[src/rtl/core/mbe_pkg.sv]
// ----------------------------------------------------------------------------
// Mandelbrot escape-time package
// Shared types, register indexes and sequencer encodings for the point
// evaluator and its shared multiplier.
// ----------------------------------------------------------------------------
package mbe_pkg;

	localparam int VAL_W     = 64;
	localparam int ACC_W     = 128;
	localparam int CFG_W     = 16;
	localparam int CFG_IDX_W = 2;

	localparam logic [CFG_IDX_W-1:0] REG_MAX_ITERS    = 2'd0;
	localparam logic [CFG_IDX_W-1:0] REG_RED_WEIGHT   = 2'd1;
	localparam logic [CFG_IDX_W-1:0] REG_GREEN_WEIGHT = 2'd2;
	localparam logic [CFG_IDX_W-1:0] REG_BLUE_WEIGHT  = 2'd3;

	localparam logic [CFG_W-1:0] MAX_ITERS_RST    = 16'd1000;
	localparam logic [CFG_W-1:0] RED_WEIGHT_RST   = 16'd54722;
	localparam logic [CFG_W-1:0] GREEN_WEIGHT_RST = 16'd7534;
	localparam logic [CFG_W-1:0] BLUE_WEIGHT_RST  = 16'd3279;

	localparam logic [VAL_W-1:0] SQ_CAP = (64'd1 << 62) - 64'd1;

	typedef struct packed {
		logic signed [31:0] c_real;
		logic signed [31:0] c_imag;
	} mbe_point_t;

	typedef struct packed {
		logic [15:0] iter_count;
		logic        in_set;
		logic [7:0]  red;
		logic [7:0]  green;
		logic [7:0]  blue;
	} mbe_result_t;

	typedef enum logic [3:0] {
		ST_IDLE,
		ST_Y2,
		ST_CM,
		ST_CQ,
		ST_BP,
		ST_CHK,
		ST_XY,
		ST_XS,
		ST_YS,
		ST_COL_R,
		ST_COL_G,
		ST_COL_B,
		ST_EMIT
	} mbe_state_t;

	typedef enum logic [1:0] {
		M_IDLE,
		M_PART,
		M_ADD,
		M_FIN
	} mbe_mul_state_t;

	typedef struct packed {
		logic                    start;
		logic signed [VAL_W-1:0] a;
		logic signed [VAL_W-1:0] b;
	} mbe_mul_req_t;

	typedef struct packed {
		logic                    done;
		logic signed [VAL_W-1:0] p;
		logic [VAL_W-1:0]        raw;
	} mbe_mul_rsp_t;

endpackage

[src/rtl/core/mbe_mul.sv]
// ----------------------------------------------------------------------------
// Shared fixed-point multiplier
// Signed 64 x 64 product built from 32 x 32 partial products, one per cycle,
// skipping partials whose high halves are zero. Floors the result to
// FRAC_BITS fraction bits and saturates the magnitude at 2^62 - 1.
// ----------------------------------------------------------------------------
module mbe_mul #(
	parameter int FRAC_BITS = 28
) (
	input  logic                 clk,
	input  logic                 arst_n,
	input  mbe_pkg::mbe_mul_req_t req,
	output mbe_pkg::mbe_mul_rsp_t rsp
);
	import mbe_pkg::*;

	mbe_mul_state_t          mst_q, mst_d;
	logic [VAL_W-1:0]        ua_q, ub_q;
	logic                    neg_q;
	logic [ACC_W-1:0]        acc_q;
	logic [VAL_W-1:0]        part_q;
	logic [1:0]              sh_q;
	logic [1:0]              step_q;
	logic signed [VAL_W-1:0] p_q;
	logic                    done_q;

	logic [3:0]              en;
	logic [31:0]             op_a, op_b;
	logic [VAL_W-1:0]        prod;
	logic                    nxt_found;
	logic [1:0]              nxt_step;
	logic [1:0]              step_sh;
	logic [ACC_W-1:0]        part_sh;
	logic [VAL_W-1:0]        q_raw, q_sat, q_mag;
	logic                    sat, rem, inc;
	logic signed [VAL_W-1:0] p_fin;
	logic [VAL_W-1:0]        mag_a, mag_b;

	assign mag_a = req.a[VAL_W-1] ? (~req.a + 64'd1) : req.a;
	assign mag_b = req.b[VAL_W-1] ? (~req.b + 64'd1) : req.b;

	assign en      = {(|ua_q[63:32]) & (|ub_q[63:32]), |ua_q[63:32], |ub_q[63:32], 1'b1};
	assign op_a    = step_q[1] ? ua_q[63:32] : ua_q[31:0];
	assign op_b    = step_q[0] ? ub_q[63:32] : ub_q[31:0];
	assign prod    = op_a * op_b;
	assign step_sh = {1'b0, step_q[1]} + {1'b0, step_q[0]};

	always_comb begin
		nxt_found = 1'b0;
		nxt_step  = step_q;
		for (int i = 0; i < 4; i++) begin
			if (!nxt_found && 2'(i) > step_q && en[i]) begin
				nxt_found = 1'b1;
				nxt_step  = 2'(i);
			end
		end
	end

	always_comb begin
		case (sh_q)
			2'd0:    part_sh = {64'd0, part_q};
			2'd1:    part_sh = {32'd0, part_q, 32'd0};
			default: part_sh = {part_q, 64'd0};
		endcase
	end

	assign q_raw = acc_q[FRAC_BITS +: VAL_W];
	assign sat   = |acc_q[ACC_W-1:FRAC_BITS+62];
	assign rem   = |acc_q[FRAC_BITS-1:0];
	assign q_sat = sat ? SQ_CAP : q_raw;
	assign inc   = neg_q && rem && !sat && (q_sat != SQ_CAP);
	assign q_mag = q_sat + 64'(inc);
	assign p_fin = neg_q ? -$signed(q_mag) : $signed(q_mag);

	always_ff @(posedge clk or negedge arst_n) begin
		if (!arst_n) begin
			mst_q  <= M_IDLE;
			done_q <= 1'b0;
		end else begin
			mst_q  <= mst_d;
			done_q <= (mst_q == M_FIN);
		end
	end

	always_comb begin
		mst_d = mst_q;
		case (mst_q)
			M_IDLE: if (req.start) mst_d = M_PART;
			M_PART: if (!nxt_found) mst_d = M_ADD;
			M_ADD:  mst_d = M_FIN;
			M_FIN:  mst_d = M_IDLE;
			default: mst_d = M_IDLE;
		endcase
	end

	always_ff @(posedge clk) begin
		case (mst_q)
			M_IDLE: if (req.start) begin
				ua_q   <= mag_a;
				ub_q   <= mag_b;
				neg_q  <= req.a[VAL_W-1] ^ req.b[VAL_W-1];
				acc_q  <= '0;
				part_q <= '0;
				sh_q   <= 2'd0;
				step_q <= 2'd0;
			end
			M_PART: begin
				acc_q  <= acc_q + part_sh;
				part_q <= prod;
				sh_q   <= step_sh;
				step_q <= nxt_step;
			end
			M_ADD: acc_q <= acc_q + part_sh;
			M_FIN: p_q <= p_fin;
			default: ;
		endcase
	end

	assign rsp.done = done_q;
	assign rsp.p    = p_q;
	assign rsp.raw  = acc_q[VAL_W-1:0];

`ifndef SYNTH
	a_start_idle: assert property (@(posedge clk) disable iff (!arst_n)
		req.start |-> mst_q == M_IDLE)
		else $error("multiplier started while busy");

	a_fin_done: assert property (@(posedge clk) disable iff (!arst_n)
		mst_q == M_FIN |=> done_q && mst_q == M_IDLE)
		else $error("finish not followed by done");

	a_done_pulse: assert property (@(posedge clk) disable iff (!arst_n)
		done_q |-> $past(mst_q) == M_FIN)
		else $error("done without finish");
`endif

endmodule

[config.mk]
export PLATFORM = sky130hd
export DESIGN_NAME = mbe_mul
export DESIGN_NICKNAME = d
export VERILOG_FILES = /design/src/rtl/core/mbe_pkg.sv /design/src/rtl/core/mbe_mul.sv
export SDC_FILE = /design/constraint.sdc
export NUM_CORES = 2
export LEC_CHECK = 0
export BUFFER_PORTS_ARGS = -buffer_cell sky130_fd_sc_hd__buf_4
export CAP_MARGIN = 15
export CORE_ASPECT_RATIO = 0.5
export CORE_MARGIN = 8
export CORE_UTILIZATION = 40
export DETAILED_ROUTE_END_ITERATION = 10
export SETUP_SLACK_MARGIN = 0.5
export SLEW_MARGIN = 20
export SYNTH_ARGS = -nofsm -noshare
export SYNTH_HDL_FRONTEND = slang
export SYNTH_SLANG_ARGS = --single-unit
[constraint.sdc]
create_clock -name clk -period 14.6 [get_ports clk]
set_input_delay 2.19 -clock clk [delete_from_list [all_inputs] [get_ports clk]]
set_output_delay 2.19 -clock clk [all_outputs]
set_load 0.005 [all_outputs]
### Word level (Yosys, flattened, before mapping)

Cells that the tools add are included.

* add/subtract/negate cells: 6
* $mul: 1
* order comparisons: 4
* equality and inequality tests: 8
* mux-type cells: 25
* bitwise operators: 4
* reduce and logical (&&, ||, !) cells: 27

Operator list (number)
* case mux 128 bit (2 select lines): 2
* two-way mux 64 bit: 3
* adder 128 bit: 1
* adder 64 x 1 -> 64 bit (second input constant): 2
* two-way mux 128 bit: 1
* NOT 64 bit: 2
* case mux 64 bit (2 select lines): 1
* two-way mux 63 bit: 2
* adder 64 x 1 -> 64 bit: 1
* multiplier 32 x 32 -> 64 bit: 1
* two-way mux 32 bit: 2
* != test 64 x 62 -> 1 bit (second input constant): 1
* negation 64 bit: 1
* OR reduction 32 bit: 2
* OR reduction 38 bit: 1
* OR reduction 28 bit: 1
* two-way mux 2 bit: 7
* logical AND 1 bit: 9
* case mux 2 bit (2 select lines): 2
* case mux 2 bit (4 select lines): 1
* AND reduction 2 bit: 4
* != test 5 bit (second input constant): 1
* == test 2 x 1 -> 1 bit (second input constant): 2
* == test 2 bit (second input constant): 2
* 12 further kinds: 23

* register bits: 392
* output and inout port bits: 129
* word-level logic and storage cells: 87

### Longest topological paths before layout

* depth in word-level cells: 16
* gate-level depth with buffers: 33
* mapped depth without buffers: 29

### Least setup slack after synthesis

Ideal clock, no wire load.

* path type: reg-to-reg
* start point: register mst_q[0]
* end point: register acc_q[0], enable pin
* data arrival time: 10.042 ns
* setup slack: 3.766 ns
* stages on the path, launching flop included: 6
* path buffers: 1
* path through: dfrtp_1 > inv_1 > ha_1 > clkinv_1 > clkbuf_1 > o21ai_0

* word-level cells in the longest chain between the ends: 4
* elaborated cells on any way between the ends: 7
* classes of those cells: eq/ne: 3; reduce/logical: 4

RTL lines
* start, declared: line mbe_mul.sv:17 `mbe_mul_state_t mst_q, mst_d;`
* start signal, assigned: line mbe_mul.sv:80 `mst_q <= mst_d;`
* == test 2 x 1 -> 1 bit / == test 2 bit (equally long branches): line mbe_mul.sv:97 `case (mst_q)`
* OR reduction 2 bit (no line)
* nonzero test 2 bit (no line)
* AND reduction 2 bit (no line) (*)
* end signal, assigned: line mbe_mul.sv:108 `acc_q <= acc_q + part_sh;`
* end signal, assigned: line mbe_mul.sv:113 `M_ADD: acc_q <= acc_q + part_sh;`
* end, declared: line mbe_mul.sv:20 `logic [ACC_W-1:0] acc_q;`

Every way passes the cells marked *; elsewhere a longest branch is shown, timed or not.
A chain may end at the register's enable or synchronous reset.

### Final worst setup path

* start point: register step_q[1]
* end point: register part_q[57], data pin

* word-level cells in the longest chain between the ends: 3

RTL lines
* start, declared: line mbe_mul.sv:23 `logic [1:0] step_q;`
* start signal, assigned: line mbe_mul.sv:111 `step_q <= nxt_step;`
* two-way mux 32 bit: line mbe_mul.sv:43 `assign op_a = step_q[1] ? ua_q[63:32] : ua_q[31:0];`
* multiplier 32 x 32 -> 64 bit: line mbe_mul.sv:45 `assign prod = op_a * op_b;`
* case mux 64 bit (2 select lines): line mbe_mul.sv:97
* end signal, assigned: line mbe_mul.sv:109 `part_q <= prod;`
* end, declared: line mbe_mul.sv:21 `logic [VAL_W-1:0] part_q;`

Every way passes these cells.

==> flow_summary.toml <==
[global_route]
gr-max-usage-layer = "met2"
grt_use_met3_pct = 7.53
overflow = 0
grt_pass1_wl_um = 329000
grtUsageMet2_pct = 39.4
grt_max_degree = 97
grt_usage_pct = 25.6
use_met1_pct = 33.9
grt_pass1_vias = 51487
antenna_found_initial = 7

[critical_path]
crit_path_start_kind = "flop"
timing.rr.end = "part_q[57]$_SDFFCE_PN0P_"
crit_arrival_ps = 10980
rrSetupSlack_ps = 4010
crit_required_ps = 15000
critical_path.max_fanout = 55
endpoint_kind = "flop"
critPathKind = "reg2reg"
reg2reg_from = "step_q[1]$_SDFFCE_PN0P_"
reg2regPathDepth = 25

[worst_hold_path]
worstHoldEndpoint = "mst_q[0]$_DFFE_PN0P_"
hold_start = "mst_q[0]$_DFFE_PN0P_"
hold_depth = 1
min_path_type = "reg2reg"

[floorplan]
die_height_um = 295
fp.dieW_um = 574
die_area_um2 = 169000
core_um2 = 155000
start_util_pct = 40.2
pin_count = 260
num_rows = 102

[yosys]
yosysUniqueCellTypes = 100
ys_async_sr_fraction_pct = 0.765
yosys_warnings = 0
synth-main-ff-cell = "edfxtp_1"
syn_avg_cell_area_um2 = 8.96
yosysSeqAreaShare_pct = 18.9
synth_area_um2 = 62200
yosys.area.top_type = "fa_1"
synth_top_area_share_pct = 28.9
synth_area_leaders = "fa_1 29%, edfxtp_1 19%, ha_1 8.1%"
netlist_instances = 6935
ys_ff_latch = 392
synth_nets = 8365
synth_edf_count = 389

[run_status]
outcome = "completed"

[detailed_routing]
drc = 0
routed_via_density = 5.62
wirelength_um = 222000
ant_nets = 0
wl_per_cell_um = 24.5
dr.pass1.iters = 6
drt-initial-drc-count = 4370
num_vias = 50779

[place]
place_ws_ps = 4130
gp_congestion = 1.02
dpl.hpwl_um = 177000
portBuffers = 259
place_area_um2 = 65900

[sta]
max-slew-margin-rel_pct = 22.0
fmax_mhz = 94.5
setup_violations = 0
worst_pin_slew_ps = 1150
fin_crit_sh_pct = 72.5
hold_viol_final = 0
fin_ws_ps = 4010
rsz0062_at_grt = "false"
final_max_slew_viol_count = 0
finClkSkew_ps = 38.2
fin_tns_setup_ps = 0
min_period_ps = 10590

[clock_tree]
insertion_delay_ps = 670
clk_path_buf_depth = 3
cts-htree-levels = 2
ctsHoldBuffers = 0
cts.clk_slew.worst_paths_ps = 70
numCtsBuffers = 42
cts-root-buf = "clkbuf_16"
cts_setup_buffers = 0
cts.sinks = 392
cts_tree = "yes"
cts_resized = 0

[cells_and_area]
drive_gt1_share_pct = 8.83
nets = 8348
post-route-util_pct = 43.6
fin_area_um2 = 67400
fillers = 15226
layout_common_cells = "999 x nor2_1, 933 x inv_1, 897 x fa_1, 677 x nand2_1, 401 x ha_1"
seq_area_um2 = 11800
layout_commonest_cell = "nor2_1"
syn2layout_area_growth_pct = 8.45
multi_input_area_um2 = 45400

[run]
drv_cap = 0
## registers in the layout, summed over array words and instances (netlist names)
| register | flops |
|---|---|
| acc_q | 128 |
| done_q | 1 |
| mst_q | 2 |
| neg_q | 1 |
| p_q | 64 |
| part_q | 64 |
| sh_q | 2 |
| step_q | 2 |
| ua_q | 64 |
| ub_q | 64 |
## Yosys cell counts (all sizes together), types with 16 or more instances
library cell	instances
ha	402
a22o	36
mux2	63
nor3	77
clkbuf	308
nand3	94
fa	897
buf	100
o31ai	64
nor2	1002
inv	936
a31oi	35
xnor2	274
o21bai	47
nor2b	29
o21a	28
o211ai	16
and2	90
a21o	92
a21oi	290
nand2b	43
or4	18
or3	39
o41ai	25
or2	23
nand4	112
nand2	680
edfxtp	389
o21ai	235
mux2i	106
nor4	68
and3	37
xor2	109
## metal layers
layer	up-vias	wire (µm)	share of wire, %
met3	512	23700	11
met4	8	10600	4.8
met5	-	59	0.027
met1	25214	93000	42
met2	2396	94400	43
li1	22649	-	-
## how the worst max path moves through the flow
stage | from | slack [ps] | end | depth (start not counted)
3_3_place_gp | step_q[1]$_SDFFCE_PN0P_ | 4220 | part_q[57]$_SDFFCE_PN0P_ | 25
2_1_floorplan | mst_q[0]$_DFFE_PN0P_ | 3770 | acc_q[0]$_SDFFCE_PN0P_ | 5
5_1_grt | step_q[1]$_SDFFCE_PN0P_ | 3510 | part_q[57]$_SDFFCE_PN0P_ | 25
4_1_cts | step_q[1]$_SDFFCE_PN0P_ | 4100 | part_q[57]$_SDFFCE_PN0P_ | 25
6_report | step_q[1]$_SDFFCE_PN0P_ | 4010 | part_q[57]$_SDFFCE_PN0P_ | 25
3_5_place_dp | step_q[1]$_SDFFCE_PN0P_ | 4130 | part_q[57]$_SDFFCE_PN0P_ | 25
## final cells by class
| class | count | area share [%] |
|---|---|---|
| clock inverter | 27 | 0.642 |
| clock buffer | 51 | 1.62 |
| multi-input combinational | 5197 | 67.3 |
| inverter | 938 | 5.23 |
| antenna | 2 | 0.00742 |
| sequential | 392 | 17.4 |
| tap | 2080 | 3.86 |
| timing repair buffer | 347 | 3.86 |
## critical path, stage by stage, from the launching register on
cell and delay (ps):
edfxtp_1 820, buf_4 810, mux2i_2 1030, nor2_1 170
fa_1 550, inv_1 50, fa_1 400, fa_1 520
fa_1 540, inv_1 50, fa_1 480, fa_1 570
fa_1 420, fa_1 450, ha_1 390, a21oi_1 290
o21ai_0 170, or2_2 320, a311oi_1 620, o21ai_0 400
a2111oi_0 410, or3_1 240, nor2_1 80, a41oi_1 250
xor2_1 170, nor2_1 50
## through the flow
step	cells	hold slack [ps]
floorplan	6935	528
global placement	8954	631
detailed placement	8954	625
CTS	9032	647
global route	9032	706
finish	9034	645
## cell families (layout without fill, tap and decap cells)
| kind of cell | Yosys count | in the layout | synth area share [%] |
|---|---|---|---|
| and+or+nand+nor | 2351 | 2351 | 17.0 |
| xor gates and xnor gates | 383 | 383 | 5.40 |
| DFF | 392 | 392 | 18.9 |
| AOI/OAI and AO/OA | 995 | 995 | 10.3 |
| muxes | 169 | 169 | 2.85 |
| buffers and inverters | 1346 | 1363 | 8.58 |
| other | 0 | 2 | 0 |
| adders and majority gates | 1299 | 1299 | 37.0 |
Power is left out: the tool's default activity adds up to more than one toggle a clock period on the data nets, which glitch-free logic cannot reach.
